## config.mk

```make
export PLATFORM = sky130hd
export DESIGN_NAME = uart_register_file_with_rx_fifo_flat
export DESIGN_NICKNAME = d
export VERILOG_FILES = /design/src/rtl/urf_pkg.sv /design/src/rtl/urf_ifs.sv /design/src/rtl/uart_register_file_with_rx_fifo.sv /design/src/rtl/urf_rx_fifo.sv /design/src/rtl/urf_core.sv /design/src/flat_wrapper.sv
export SDC_FILE = /design/constraint.sdc
export NUM_CORES = 1
export LEC_CHECK = 0
export ABC_CLOCK_PERIOD_IN_PS = 2700
export BUFFER_PORTS_ARGS = -buffer_cell sky130_fd_sc_hd__buf_2
export CELL_PAD_IN_SITES_DETAIL_PLACEMENT = 0
export CELL_PAD_IN_SITES_GLOBAL_PLACEMENT = 2
export CORE_ASPECT_RATIO = 2
export CORE_MARGIN = 2
export CORE_UTILIZATION = 37
export DETAILED_ROUTE_END_ITERATION = 7
export PLACE_DENSITY_LB_ADDON = 0.1
export SLEW_MARGIN = 20
export SYNTH_ARGS = -nofsm -noshare
export SYNTH_HDL_FRONTEND = slang
export SYNTH_SLANG_ARGS = --single-unit
```

## constraint.sdc

```tcl
create_clock -name clk -period 2.7 [get_ports clk]
set_input_delay 0.135 -clock clk [delete_from_list [all_inputs] [get_ports clk]]
set_output_delay 0.135 -clock clk [all_outputs]
set_load 0.05 [all_outputs]
```

## src/rtl/urf_pkg.sv

```systemverilog
package urf_pkg;

  localparam int FIFO_DEPTH_DEF = 16;

  // Item operations.
  localparam logic [1:0] OP_RX    = 2'd0;
  localparam logic [1:0] OP_READ  = 2'd1;
  localparam logic [1:0] OP_WRITE = 2'd2;

  // Configuration register indexes.
  localparam logic CFG_PERIPH_ID = 1'b0;
  localparam logic CFG_CELL_ID   = 1'b1;

  // Register byte offsets.
  localparam logic [11:0] ADDR_DR    = 12'h000;
  localparam logic [11:0] ADDR_RSR   = 12'h004;
  localparam logic [11:0] ADDR_FR    = 12'h018;
  localparam logic [11:0] ADDR_ILPR  = 12'h020;
  localparam logic [11:0] ADDR_IBRD  = 12'h024;
  localparam logic [11:0] ADDR_FBRD  = 12'h028;
  localparam logic [11:0] ADDR_LCR   = 12'h02C;
  localparam logic [11:0] ADDR_CR    = 12'h030;
  localparam logic [11:0] ADDR_IFLS  = 12'h034;
  localparam logic [11:0] ADDR_IMSC  = 12'h038;
  localparam logic [11:0] ADDR_RIS   = 12'h03C;
  localparam logic [11:0] ADDR_MIS   = 12'h040;
  localparam logic [11:0] ADDR_ICR   = 12'h044;
  localparam logic [11:0] ADDR_DMACR = 12'h048;
  localparam logic [7:0]  ID_PERIPH_PAGE = 8'hFE;
  localparam logic [7:0]  ID_CELL_PAGE   = 8'hFF;

  // Bit positions.
  localparam int LCR_FEN_BIT = 4;
  localparam int CR_UARTEN_BIT = 0;
  localparam int CR_TXE_BIT = 8;
  localparam int CR_RXE_BIT = 9;
  localparam int INT_RX_BIT = 4;
  localparam int INT_TX_BIT = 5;
  localparam int INT_W = 11;

  localparam logic [31:0] PERIPH_ID_RESET = 32'h0034_1011;
  localparam logic [31:0] CELL_ID_RESET   = 32'hB105_F00D;
  localparam logic [15:0] CR_RESET        = 16'h0300;

  typedef struct packed {
    logic [1:0]  operation;
    logic [11:0] address;
    logic [15:0] write_data;
    logic [7:0]  rx_byte;
  } in_item_t;

  typedef struct packed {
    logic [15:0] read_data;
    logic        tx_valid;
    logic [7:0]  tx_byte;
    logic        irq;
  } out_item_t;

  typedef struct packed {
    logic        we;
    logic        index;
    logic [31:0] data;
  } cfg_wr_t;

  typedef struct packed {
    logic       push;
    logic       pop;
    logic       fifo_en;
    logic [7:0] push_byte;
  } fifo_ctrl_t;

  typedef struct packed {
    logic       empty;
    logic       single;
    logic       full;
    logic [7:0] head_byte;
  } fifo_stat_t;

endpackage

```

## src/rtl/urf_ifs.sv

```systemverilog
interface urf_req_if;
  logic valid;
  logic ready;
  urf_pkg::in_item_t data;

  modport source (output valid, output data, input ready);
  modport sink (input valid, input data, output ready);
endinterface

interface urf_rsp_if;
  logic valid;
  logic ready;
  urf_pkg::out_item_t data;

  modport source (output valid, output data, input ready);
  modport sink (input valid, input data, output ready);
endinterface

```

## src/rtl/uart_register_file_with_rx_fifo.sv

```systemverilog
// Channel  Role    Beat contents
// -------  ------  -------------------------------------------------------
// req      sink    operation, address, write_data, rx_byte
// rsp      source  read_data, tx_valid, tx_byte, irq
// cfg_*    write   cfg_index selects peripheral id (0) or cell id (1)
//
// One item is accepted every cycle while rsp is not stalled. Its result is
// loaded into the result register as the item leaves the stage.
// The rate is set by the single state update per cycle in the stage, with
// the RX byte at the FIFO head fetched ahead from the byte array.
// Reset is synchronous and clears all control state; the byte array is not
// cleared, since a byte is read only after it has been written.
// A stalled rsp holds the result register; the stage keeps one more item,
// and req.ready drops only while both are full and rsp is stalled.
module uart_register_file_with_rx_fifo #(
  parameter int FIFO_DEPTH = urf_pkg::FIFO_DEPTH_DEF
) (
  input  logic        clk,
  input  logic        rst,
  urf_req_if.sink     req,
  urf_rsp_if.source   rsp,
  input  logic        cfg_we,
  input  logic        cfg_index,
  input  logic [31:0] cfg_data
);
  import urf_pkg::*;

  // Stage register: holds the item being applied to the register state.
  logic       s_valid;
  in_item_t   s_item;

  // Result register: holds the finished result until rsp takes it.
  logic       o_valid;
  out_item_t  o_item;

  logic       adv;
  out_item_t  result;
  cfg_wr_t    cfg;
  fifo_ctrl_t fctrl;
  fifo_stat_t fstat;

  // The staged item commits its state update at the same edge that loads
  // its result, so the state seen by the next item is always current.
  assign adv       = s_valid && (!o_valid || rsp.ready);
  assign req.ready = !s_valid || adv;

  always_ff @(posedge clk) begin
    if (rst) begin
      s_valid <= 1'b0;
    end else if (req.ready) begin
      s_valid <= req.valid;
    end
  end

  always_ff @(posedge clk) begin
    if (req.ready && req.valid) begin
      s_item <= req.data;
    end
  end

  always_ff @(posedge clk) begin
    if (rst) begin
      o_valid <= 1'b0;
    end else if (adv) begin
      o_valid <= 1'b1;
    end else if (rsp.ready) begin
      o_valid <= 1'b0;
    end
  end

  always_ff @(posedge clk) begin
    if (adv) begin
      o_item <= result;
    end
  end

  assign rsp.valid = o_valid;
  assign rsp.data  = o_item;

  assign cfg.we    = cfg_we;
  assign cfg.index = cfg_index;
  assign cfg.data  = cfg_data;

  // Register decode, read mux and interrupt logic.
  urf_core u_core (
    .clk    (clk),
    .rst    (rst),
    .fire   (adv),
    .item   (s_item),
    .cfg    (cfg),
    .fstat  (fstat),
    .fctrl  (fctrl),
    .result (result)
  );

  // Receive FIFO with head prefetch.
  urf_rx_fifo #(
    .FIFO_DEPTH (FIFO_DEPTH)
  ) u_rx_fifo (
    .clk  (clk),
    .rst  (rst),
    .ctrl (fctrl),
    .stat (fstat)
  );

`ifndef ASSERT_OFF
  // With both registers full and the output stalled, no new beat may enter.
  a_stall_blocks_req: assert property (@(posedge clk) disable iff (rst)
    (s_valid && o_valid && !rsp.ready) |-> !req.ready)
    else $error("req accepted while the pipeline is full and stalled");

  // A committed item always leaves a result behind.
  a_adv_loads_result: assert property (@(posedge clk) disable iff (rst)
    adv |=> o_valid)
    else $error("staged item committed without a result");

  // A transmitted byte comes from a write, never from a read.
  a_tx_no_rdata: assert property (@(posedge clk) disable iff (rst)
    (o_valid && o_item.tx_valid) |-> (o_item.read_data == 16'h0000))
    else $error("result carries read data and a transmit byte at once");

  // The FIFO never pops and pushes for the same item.
  a_fifo_one_op: assert property (@(posedge clk) disable iff (rst)
    !(fctrl.push && fctrl.pop))
    else $error("FIFO pushed and popped for one item");
`endif

endmodule

```

## src/rtl/urf_rx_fifo.sv

```systemverilog
module urf_rx_fifo #(
  parameter int FIFO_DEPTH = urf_pkg::FIFO_DEPTH_DEF
) (
  input  logic                clk,
  input  logic                rst,
  input  urf_pkg::fifo_ctrl_t ctrl,
  output urf_pkg::fifo_stat_t stat
);
  import urf_pkg::*;

  localparam int IW = $clog2(FIFO_DEPTH);
  localparam int CW = $clog2(FIFO_DEPTH + 1);
  localparam int SW = CW + 1;

  logic [7:0]    mem [FIFO_DEPTH];
  logic [IW-1:0] head;
  logic [IW-1:0] head_next;
  logic [CW-1:0] count;
  logic [CW-1:0] count_next;
  logic [SW-1:0] tail_sum;
  logic [IW-1:0] tail;
  logic [7:0]    head_data;
  logic          full;
  logic          do_push;
  logic          do_pop;

  assign full = ctrl.fifo_en ? (count >= CW'(FIFO_DEPTH)) : (count != '0);
  assign do_push = ctrl.push && !full;
  assign do_pop  = ctrl.pop && (count != '0);

  // The head stays below the depth and the count never exceeds it, so one conditional subtract wraps the sum.
  always_comb begin
    tail_sum = SW'(head) + SW'(count);
    if (tail_sum >= SW'(FIFO_DEPTH)) begin
      tail_sum = tail_sum - SW'(FIFO_DEPTH);
    end
    tail = tail_sum[IW-1:0];
  end

  always_comb begin
    head_next  = head;
    count_next = count;
    if (do_pop) begin
      head_next  = (head == IW'(FIFO_DEPTH - 1)) ? '0 : head + 1'b1;
      count_next = count - 1'b1;
    end else if (do_push) begin
      count_next = count + 1'b1;
    end
  end

  always_ff @(posedge clk) begin
    if (rst) begin
      head  <= '0;
      count <= '0;
    end else begin
      head  <= head_next;
      count <= count_next;
    end
  end

  always_ff @(posedge clk) begin
    if (do_push) begin
      mem[tail] <= ctrl.push_byte;
    end
  end

  // The byte at the head is fetched ahead into a register from the next head
  // index; a push into an empty FIFO lands at the head and is forwarded around the array.
  always_ff @(posedge clk) begin
    if (do_push && (tail == head_next)) begin
      head_data <= ctrl.push_byte;
    end else begin
      head_data <= mem[head_next];
    end
  end

  assign stat.empty     = (count == '0);
  assign stat.single    = (count == CW'(1));
  assign stat.full      = full;
  assign stat.head_byte = head_data;

endmodule

```

## src/rtl/urf_core.sv

```systemverilog
module urf_core (
  input  logic                clk,
  input  logic                rst,
  input  logic                fire,
  input  urf_pkg::in_item_t   item,
  input  urf_pkg::cfg_wr_t    cfg,
  input  urf_pkg::fifo_stat_t fstat,
  output urf_pkg::fifo_ctrl_t fctrl,
  output urf_pkg::out_item_t  result
);
  import urf_pkg::*;

  logic [31:0]      periph_id;
  logic [31:0]      cell_id;
  logic [7:0]       line_control;
  logic [15:0]      control_word;
  logic [INT_W-1:0] int_mask;
  logic             tx_raw;
  logic [15:0]      baud_integer;
  logic [5:0]       baud_fraction;
  logic [5:0]       level_select;
  logic [7:0]       irda_divisor;
  logic [15:0]      dma_control;

  logic [INT_W-1:0] int_mask_next;
  logic             tx_raw_next;
  logic [INT_W-1:0] raw_now;
  logic [INT_W-1:0] raw_after;
  logic             rx_after;
  logic             is_rx;
  logic             is_read;
  logic             is_write;
  logic             aligned;
  logic             rx_enabled;
  logic             dr_read;
  logic             tx_send;
  logic [15:0]      rdata;
  logic [1:0]       id_sel;

  assign is_rx    = (item.operation == OP_RX);
  assign is_read  = (item.operation == OP_READ);
  assign is_write = (item.operation == OP_WRITE);
  assign aligned  = (item.address[1:0] == 2'b00);
  assign id_sel   = item.address[3:2];

  assign rx_enabled = control_word[CR_UARTEN_BIT] || control_word[CR_RXE_BIT];
  assign dr_read    = is_read && (item.address == ADDR_DR);
  assign tx_send    = is_write && (item.address == ADDR_DR) && control_word[CR_TXE_BIT];

  always_comb begin
    raw_now = '0;
    raw_now[INT_RX_BIT] = !fstat.empty;
    raw_now[INT_TX_BIT] = tx_raw;
  end

  always_comb begin
    rdata = '0;
    if (!aligned) begin
      rdata = '0;
    end else if (item.address[11:4] == ID_PERIPH_PAGE) begin
      rdata = {8'h00, periph_id[8*id_sel +: 8]};
    end else if (item.address[11:4] == ID_CELL_PAGE) begin
      rdata = {8'h00, cell_id[8*id_sel +: 8]};
    end else begin
      unique case (item.address)
        ADDR_DR:    rdata = fstat.empty ? 16'h0000 : {8'h00, fstat.head_byte};
        ADDR_FR:    rdata = {8'h00, 1'b1, fstat.full, 1'b0, fstat.empty, 4'h0};
        ADDR_ILPR:  rdata = {8'h00, irda_divisor};
        ADDR_IBRD:  rdata = baud_integer;
        ADDR_FBRD:  rdata = {10'h000, baud_fraction};
        ADDR_LCR:   rdata = {8'h00, line_control};
        ADDR_CR:    rdata = control_word;
        ADDR_IFLS:  rdata = {10'h000, level_select};
        ADDR_IMSC:  rdata = {5'h00, int_mask};
        ADDR_RIS:   rdata = {5'h00, raw_now};
        ADDR_MIS:   rdata = {5'h00, raw_now & int_mask};
        ADDR_DMACR: rdata = dma_control;
        default:    rdata = '0;
      endcase
    end
  end

  always_comb begin
    int_mask_next = int_mask;
    tx_raw_next   = tx_raw;
    if (is_write && (item.address == ADDR_IMSC)) begin
      int_mask_next = item.write_data[INT_W-1:0];
    end
    if (tx_send) begin
      tx_raw_next = 1'b1;
    end else if (is_write && (item.address == ADDR_ICR) && item.write_data[INT_TX_BIT]) begin
      tx_raw_next = 1'b0;
    end
  end

  // RX status tracks occupancy after this item: a receive with the receiver enabled
  // leaves the FIFO occupied whether or not the byte fit, and a pop of the last byte empties it.
  assign rx_after = (is_rx && rx_enabled) || (!fstat.empty && !(dr_read && fstat.single));

  always_comb begin
    raw_after = '0;
    raw_after[INT_RX_BIT] = rx_after;
    raw_after[INT_TX_BIT] = tx_raw_next;
  end

  assign fctrl.push      = fire && is_rx && rx_enabled;
  assign fctrl.pop       = fire && dr_read;
  assign fctrl.fifo_en   = line_control[LCR_FEN_BIT];
  assign fctrl.push_byte = item.rx_byte;

  assign result.read_data = is_read ? rdata : 16'h0000;
  assign result.tx_valid  = tx_send;
  assign result.tx_byte   = tx_send ? item.write_data[7:0] : 8'h00;
  assign result.irq       = |(raw_after & int_mask_next);

  always_ff @(posedge clk) begin
    if (rst) begin
      periph_id     <= PERIPH_ID_RESET;
      cell_id       <= CELL_ID_RESET;
      line_control  <= '0;
      control_word  <= CR_RESET;
      int_mask      <= '0;
      tx_raw        <= 1'b0;
      baud_integer  <= '0;
      baud_fraction <= '0;
      level_select  <= '0;
      irda_divisor  <= '0;
      dma_control   <= '0;
    end else begin
      if (cfg.we) begin
        unique case (cfg.index)
          CFG_PERIPH_ID: periph_id <= cfg.data;
          CFG_CELL_ID:   cell_id   <= cfg.data;
          default:       periph_id <= periph_id;
        endcase
      end
      if (fire) begin
        int_mask <= int_mask_next;
        tx_raw   <= tx_raw_next;
        if (is_write) begin
          unique case (item.address)
            ADDR_ILPR:  irda_divisor  <= item.write_data[7:0];
            ADDR_IBRD:  baud_integer  <= item.write_data;
            ADDR_FBRD:  baud_fraction <= item.write_data[5:0];
            ADDR_LCR:   line_control  <= item.write_data[7:0];
            ADDR_CR:    control_word  <= item.write_data;
            ADDR_IFLS:  level_select  <= item.write_data[5:0];
            ADDR_DMACR: dma_control   <= item.write_data;
            default:    dma_control   <= dma_control;
          endcase
        end
      end
    end
  end

endmodule

```

## src/flat_wrapper.sv

```systemverilog
// flat-port wrapper written by rule: the top's interface ports become plain ports
module uart_register_file_with_rx_fifo_flat import urf_pkg::*;
#(
  parameter int FIFO_DEPTH = urf_pkg::FIFO_DEPTH_DEF
)
  (clk, rst, cfg_we, cfg_index, cfg_data, req_valid, req_data, req_ready, rsp_valid, rsp_data, rsp_ready);
  urf_req_if req_i ();
  urf_rsp_if rsp_i ();
  input  logic clk;
  input  logic rst;
  input  logic cfg_we;
  input  logic cfg_index;
  input  logic [31:0] cfg_data;
  input wire logic [$bits(req_i.valid)-1:0] req_valid;
  input wire logic [$bits(req_i.data)-1:0] req_data;
  output wire logic [$bits(req_i.ready)-1:0] req_ready;
  output wire logic [$bits(rsp_i.valid)-1:0] rsp_valid;
  output wire logic [$bits(rsp_i.data)-1:0] rsp_data;
  input wire logic [$bits(rsp_i.ready)-1:0] rsp_ready;
  assign req_i.valid = req_valid;
  assign req_i.data = req_data;
  assign req_ready = req_i.ready;
  assign rsp_valid = rsp_i.valid;
  assign rsp_data = rsp_i.data;
  assign rsp_i.ready = rsp_ready;
  uart_register_file_with_rx_fifo #(.FIFO_DEPTH(FIFO_DEPTH)) u_core (.clk(clk), .rst(rst), .req(req_i), .rsp(rsp_i), .cfg_we(cfg_we), .cfg_index(cfg_index), .cfg_data(cfg_data));
endmodule
```

==> metrics, run 1 <==
final net count=between 1,500 and 2,000; Fmax=around 380 MHz; Die W=145.9 um; Slew headroom=0.5439; Cell variety after synth=75; initial antenna violation count=0; CTS Root Cell=clkbuf_16; global route total overflow=0; crit path capture=u_core.rsp.data[18]; Final setup viols=0; post-route ant nets=0; CP Max Fanout=8; sequential share of the synthesized area=0.6117; htree depth=2; Final Skew=0.02340 ns; Hold WC Path Type=in2reg; port buffer count=roughly 100; ys flop type=edfxtp_1; row cnt=approximately 100; CP startpoint=u_core.s_item[26]; Worst IR Drop VDD=between 0.0004 and 0.0005 V; Cell Area, Synth=0.01489 mm2; Final Critical Period=roughly 2.6 ns; fin crit share=0.9651; n_diodes=0; vias in the first global route=10,490; Routed Wire Length=around 42,000 um; crit-path max cell delay=0.68 ns; I/O Pins=~100; startpoint types=flop; Net Count, Synth=1,316; CP max stage cell=or4b_1; clock transition at the registers of the reported paths=around 0.060 ns; EDFF count, synth=~190; CTS tree=done; worst-path cell chain=or4b_1, or2_1, o21ai_1, o2111ai_2, a31oi_1; routed vias/inst=about 5.2; cell count after synthesis=between 1,000 and 1,500; Worst R2R Start=u_core.s_item[26]; Fin. Hold Viols=0; Crit. End Element=flop; Yosys reg bits=approximately 360; Leakage=6.264 nW; Clock Latency Late Sink=approximately 0.54 ns; Required @ worst endpoint=3.05 ns; Reg2Reg Depth=5; setup tns final=0 ns; wire length per cell=21.13 um; Final Cell Area=0.01827 mm2; dpl cell area=0.01639 mm2; die area=0.04196 mm2; capture point of the worst reg-to-reg path=u_core.rsp.data[18]; first-pass GRT wire length=64,020 um; mean post-synth cell area=between 10 and 15 um2; crit path buf inv count=0; Final HPWL DP=about 28,000 um; die height=around 290 um; Worst EP arrival=~3.0 ns; Setup Buffers After CTS=0; post-placement cell count=1,863; Syn. warnings=0; Least-Margin Pin Slew=about 0.67 ns; core area=0.03995 mm2; Starting Density=0.3727; RSZ-0062 raised after global routing=no; delay-heaviest family, CP=simple AND/OR/NAND/NOR gates; Pins Over Slew Limit=0; Cell Pwr Density=about 630 mW/mm2; critical path class=reg2reg; r2r setup slk=0.09 ns; clk sinks=approximately 360; CP Depth=5; status=finished, final reports clean; DR iter-0 viols=715; area delta synth->final=22.67%; Max-cap violations=0; Pre-antenna DRT Iters=5; Total Routing Usage GR=0.2018; layout cells sized above 1=0.2175; total number of vias=around 10,000; CTS Buf Count=37; Max clock buf depth=3; routability cong.=0.8150; largest net degree at the start of global routing=69; ys async rst share=0; Cell Count, Final, Fillers Out=2,001; fillers=around 3,700; DRC violations left=0
[area by class of cell]
class                           instances  area (um2)  area share
Clock buffer                           50        1006     0.05507
Clock inverter                         15       143.9    0.007877
Inverter                               12       45.04    0.002466
Multi-Input combinational cell        781        5401      0.2957
Sequential cell                       359        9110      0.4987
Tap cell                              530       663.1     0.03630
Timing Repair Buffer                  254        1897      0.1038
[cells in the final DEF, fill, tap and decap left out, drive strengths merged, types with 4 or more instances in the layout]
cell type,instances
mux2i,58
dfxtp,167
nand4,6
clkbuf,50
ha,8
dlygate4sd3,73
and3,4
edfxtp,192
nor2,80
nor3,18
buf,181
nand2,255
o21ai,19
mux4,57
xnor2,4
nor4,8
nor2b,10
nand3b,27
a21oi,104
a22oi,14
mux2,7
and2,14
a31oi,13
clkinv,10
inv,14
nand3,10
nor4b,4
[through the flow]
stage | hold slack (ns) | setup slack [ns] | utilization | total power [mW]
floorplan | 0.2339 | 0.05566 | - | 6.384
global placement | 0.3115 | 0.1974 | 0.4102 | 6.639
detailed placement | 0.3131 | 0.1287 | 0.4102 | 6.647
CTS | 0.1048 | 0.1256 | 0.4572 | 11.72
global route | 0.1318 | 0.02088 | 0.4572 | 11.98
finish | 0.09869 | 0.09422 | 0.4572 | 11.56
[registers in the layout, indices dropped and copies added (netlist names), named ones only]
register,flops
u_core.u_rx_fifo.mem,128
u_core.u_core.baud_integer,16
u_core.u_core.control_word,16
u_core.u_core.level_select,6
u_core.u_core.baud_fraction,6
u_core.u_rx_fifo.head,4
u_core.u_core.periph_id,32
u_core.s_valid,1
u_core.u_core.cell_id,32
u_core.u_core.tx_raw,1
u_core.u_rx_fifo.count,5
u_core.u_core.irda_divisor,8
u_core.u_core.int_mask,11
u_core.rsp.data,26
u_core.u_core.dma_control,16
u_core.u_core.line_control,8
u_core.rsp.valid,1
u_core.s_item,38
[what timing repair did]
action | 4_1_cts | 5_1_grt
gates resized for setup | 0 | 0
hold endpoints to repair | 104 | 0
hold buffers | 73 | 0
[layer usage]
metal  wire length (um)  GRT usage  vias to the layer above
li1                   -          -                     4908
met1              18430     0.2687                     5123
met2              20950     0.3463                      260
met3               1725    0.02235                       51
met4               1182    0.06299                        0
met5                  0          0                        -
[synthesized netlist by cell type, types with 2 or more instances]
library cell,instances,area share
nor4_2,2,0.0017
a2bb2oi_1,2,0.0012
a32oi_1,3,0.0018
ha_1,8,0.0067
or4b_1,2,0.0013
nor3_1,10,0.0034
a21oi_1,104,0.035
and3_1,4,0.0017
xnor2_1,4,0.0024
o211ai_1,2,0.0010
a22oi_1,14,0.0071
nor2_1,79,0.020
nand3_1,9,0.0030
and4_1,3,0.0018
a31oi_1,13,0.0055
clkbuf_1,53,0.013
nand2b_1,3,0.0013
nand4_1,6,0.0025
buf_2,13,0.0044
nand2_1,255,0.064
mux4_2,57,0.086
or4_1,2,0.0010
o21ai_0,18,0.0061
inv_1,12,0.0030
mux2i_1,58,0.039
a21o_1,2,0.0010
a211oi_1,2,0.0010
buf_1,8,0.0020
o21a_1,3,0.0015
nor3b_1,2,0.0010
nor3_2,7,0.0047
nor2b_1,10,0.0042
and2_1,14,0.0059
dfxtp_1,167,0.22
o22ai_1,2,0.00084
a221oi_1,3,0.0018
a21boi_0,2,0.0010
nor4b_1,4,0.0024
nor4_1,5,0.0021
mux2_2,7,0.0053
o2bb2ai_1,2,0.0012
nand3b_1,27,0.014
xor2_1,2,0.0012
edfxtp_1,192,0.39
buf_6,4,0.0030
[cell families after synthesis]
group	count (synthesis)	synth area share
adders and majority gates	9	0.008067
xor gates and xnor gates	6	0.003529
AOI/OAI and AO/OA	186	0.07453
muxes	122	0.1305
DFF	359	0.6117
buffers and inverters	91	0.02630
and+or+nand+nor	458	0.1454
[where the power goes]
| group | switching [mW] | total [mW] | internal (mW) | leakage (nW) |
|---|---|---|---|---|
| combinational | 0.362 | 0.623 | 0.261 | 2.60 |
| clock | 2.14 | 4.96 | 2.82 | 0.561 |
| sequential | 0.118 | 5.98 | 5.86 | 3.11 |
[how the worst min path moves through the flow]
stage                 start                end  slack, ns  cells past startpoint
3_3_place_gp   req_data[13]  u_core.s_item[13]       0.31                      1
5_1_grt                 rst   u_core.rsp.valid       0.13                      2
2_1_floorplan   req_data[0]   u_core.s_item[0]       0.23                      0
6_report                rst   u_core.rsp.valid        0.1                      2
4_1_cts                 rst   u_core.rsp.valid       0.10                      2
3_5_place_dp   req_data[13]  u_core.s_item[13]       0.31                      1
No activity file was read; power rests on OpenSTA's default activity.
==> run 2: changes to the inputs <==
--- a/config.mk
+++ b/config.mk
@@ -13,8 +13,10 @@
 export CORE_MARGIN = 2
 export CORE_UTILIZATION = 37
 export DETAILED_ROUTE_END_ITERATION = 7
+export GPL_TIMING_DRIVEN = 0
 export PLACE_DENSITY_LB_ADDON = 0.1
 export SLEW_MARGIN = 20
 export SYNTH_ARGS = -nofsm -noshare
 export SYNTH_HDL_FRONTEND = slang
+export SYNTH_HIERARCHICAL = 1
 export SYNTH_SLANG_ARGS = --single-unit
==> metrics, run 2 <==
post-synthesis mux area share=0.09943 (-0.03107); setup tns final=0 ns (unchanged); CTS Buf Count=35 (-5.4%); Final Skew=0.01817 ns (-0.005227 ns); ys async rst share=0 (unchanged); EDFF count, synth=192 (unchanged); count leader, synth=nand2_1; Routed Wire Length=52,030 um (+23%); die area=0.04247 mm2 (+1.2%); Fin. Hold Viols=0 (unchanged); critical path class=reg2reg; metal3 WL=1474 um (-15%); fillers=3,711 (-0.75%); hold_sp=rsp_ready; Cell variety after synth=73 (-2.7%); compound-gate portion of the synthesized area=0.09337 (+0.01884); Pins Over Slew Limit=0 (unchanged); area delta synth->final=25.52%; Least-Margin Pin Slew=1.011 ns (+0.3437 ns); I/O Pins=104 (unchanged); cell taking the most area after synthesis=edfxtp_1; largest net degree at the start of global routing=39 (-43%); ys flop type=edfxtp_1; CP Max Fanout=10 (+2); global route total overflow=0 (unchanged); first-pass GRT wire length=74,170 um (+16%); mean post-synth cell area=11.71 um2 (-3.2%); cell count after synthesis=1,287 (+4.5%); Leakage=6.547 nW (+4.5%); largest family of logic cells by synthesized area=simple AND/OR/NAND/NOR gates; DRC violations left=0 (unchanged); Slew headroom=0.3262 (-0.2177); total number of vias=10,940 (+5.7%); sequential share of the synthesized area=0.6042 (-0.007514); Synth top cells by count=nand2_1 (276), edfxtp_1 (192), dfxtp_1 (167); largest cells by area after synthesis=edfxtp_1 (38%), dfxtp_1 (22%), mux4_2 (6.9%); simple-gate area share of the yosys netlist=0.1584 (+0.01299); clock transition at the registers of the reported paths=0.08 ns (+0.02 ns); Reg with most FFs=u_core/u_rx_fifo/mem; Worst EP arrival=2.93 ns (-0.03 ns); Yosys top cell area share=0.3824 (-0.004756); Largest regs=u_core/u_rx_fifo/mem: 128 flops, u_core/s_item: 38 flops; htree depth=2 (unchanged); routability cong.=0.9513 (+17%); CP max stage cell=mux4_2; layout cells sized above 1=0.2385 (+0.02092); clk sinks=359 (unchanged); Final Critical Period=2.662 ns (+0.05644 ns); CTS tree=done; Required @ worst endpoint=2.97 ns (-0.08 ns); row cnt=104 (unchanged); final net count=1,619 (+5.8%); wire length per cell=24.89 um (+18%); Worst IR Drop VDD=0.0006267 V (+29%); Cell Area, Synth=0.01508 mm2 (+1.2%); met2 WL=31,040 um (+48%); Final HPWL DP=39,090 um (+39%); XOR/XNOR Fraction of Synth Area=0.003486 (-0.00004335); fin crit share=0.9860 (+0.02091); top sig layer=met4; crit-path max cell delay=0.52 ns (-0.16 ns); Max clock buf depth=3 (unchanged); Yosys reg bits=359 (unchanged); core area=0.04021 mm2 (+0.65%); Net Count, Synth=1,372 (+4.3%); CTS Root Cell=clkbuf_16; DR iter-0 viols=548 (-23%); vias in the first global route=11,190 (+6.7%); commonest non-fill, non-tap cell in the layout=nand2_1; initial antenna violation count=0 (unchanged); Total Routing Usage GR=0.2440 (+0.04217); Hold WC Path Type=in2reg; n_diodes=0 (unchanged); most frequent cells in the layout=nand2_1 (274), edfxtp_1 (192), dfxtp_1 (163), buf_2 (122), a21oi_1 (116); die height=289.5 um (+0.61%); Final setup viols=0 (unchanged); number of flip-flops in the largest register=128 (unchanged); routed vias/inst=5.233 (+1.2%); Syn. warnings=6 (+6); post-route ant nets=0 (unchanged); Die W=146.7 um (+0.60%); Crit. End Element=flop; Max-cap violations=0 (unchanged); worst-path cell chain=buf_12, mux4_2, a22oi_1, nand2_2, nor4b_1, a21oi_1, o32ai_1, a21oi_2, a31oi_1; port buffer count=103 (unchanged); setup ws final=0.03778 ns (-0.05644 ns); Pre-antenna DRT Iters=5 (unchanged); startpoint types=flop; status=finished, final reports clean; Place WS=-1.232 ns (-1.361 ns); Fmax=375.6 MHz (-2.1%); Starting Density=0.3749 (+0.002193); synthesized-area fraction occupied by adder cells=0.007967 (-0.00009908); Clock Latency Late Sink=0.55 ns (about the same); Cell Pwr Density=606.3 mW/mm2 (-4.2%); WL met1=16,410 um (-11%)
[run 2: cell count changes after synthesis, sizes merged, moves of 7 or more]
cell    change
nor2       -16
mux4       -11
o21ai       -7
clkbuf     -10
o22ai       +9
a22oi      +17
buf        +22
nand2      +22
nand3       +7
mux2i      -23
a21oi      +26
[run 2: power by group]
group          total (mW)  internal [mW]  leakage [nW]  switching (mW)
clock                4.77           2.59         0.528            2.19
sequential           5.93           5.86          3.12          0.0774
combinational       0.765          0.277          2.90           0.488
total                11.5           8.72          6.55            2.75
[run 2: worst max-delay path, delay by kind of cell, from the launching register on]
family,cells,cell delay [ns]
multiplexers,1,0.52
AO/OA/AOI/OAI,5,0.89
flip-flops,1,0.42
AND/OR/NAND/NOR,2,0.37
buffers and inverters,1,0.18
[run 2: final timing paths]
| path | to | slack, ns | cells past startpoint |
|---|---|---|---|
| max | u_core/rsp.data[12] | 0.04 | 9 |
| min | u_core/rsp.valid | 0.06 | 3 |
| max reg2reg | u_core/rsp.data[12] | 0.04 | 9 |
| min reg2reg | u_core/u_core/control_word[14] | 0.45 | 2 |
[run 2: metrics by stage]
step	cell area [um2]	utilization	hold slack, ns	std cells	total power, mW
after floorplan	15080	-	0.1974	1287	6.405
after CTS	18810	0.4679	0.03938	2085	11.62
after detailed placement	16260	0.4044	0.3131	1920	6.715
after global routing	18920	0.4706	0.08550	2090	11.85
after global placement	16260	0.4043	0.3109	1920	6.708
final	18920	0.4706	0.06213	2090	11.47
[run 2: cells by family after synthesis]
family          after synthesis
compound gates              228
buf+inv                     105
fa+ha+maj                     9
flops                       359
mux                          91
simple gates                489
xor+xnor                      6
[run 2: repair_timing]
| item | in CTS | in global routing |
|---|---|---|
| gates cloned | 1 | 0 |
| resized for setup | 83 | 13 |
| hold buffers | 73 | 0 |
| setup buffers | 29 | 4 |
| endpoints found under the hold margin | 104 | 0 |
| setup endpoints to repair | 221 | 60 |
| pin swaps | 22 | 2 |
[run 2: layer usage]
metal	GRT usage	vias to the layer above
met5	0	-
met4	0.1362	0
met3	0.02583	114
met2	0.5161	251
met1	0.2161	5406
li1	-	5165
[run 2: layout make-up]
class	count	area, um2	share of cell area
Buffer	90	533.0	0.02817
Clock buffer	42	933.4	0.04933
Clock inverter	21	151.4	0.008001
Inverter	14	56.30	0.002975
Multi-Input combinational cell	824	5752	0.3040
Sequential cell	359	9116	0.4818
Tap cell	530	663.1	0.03504
Timing Repair Buffer	210	1718	0.09078
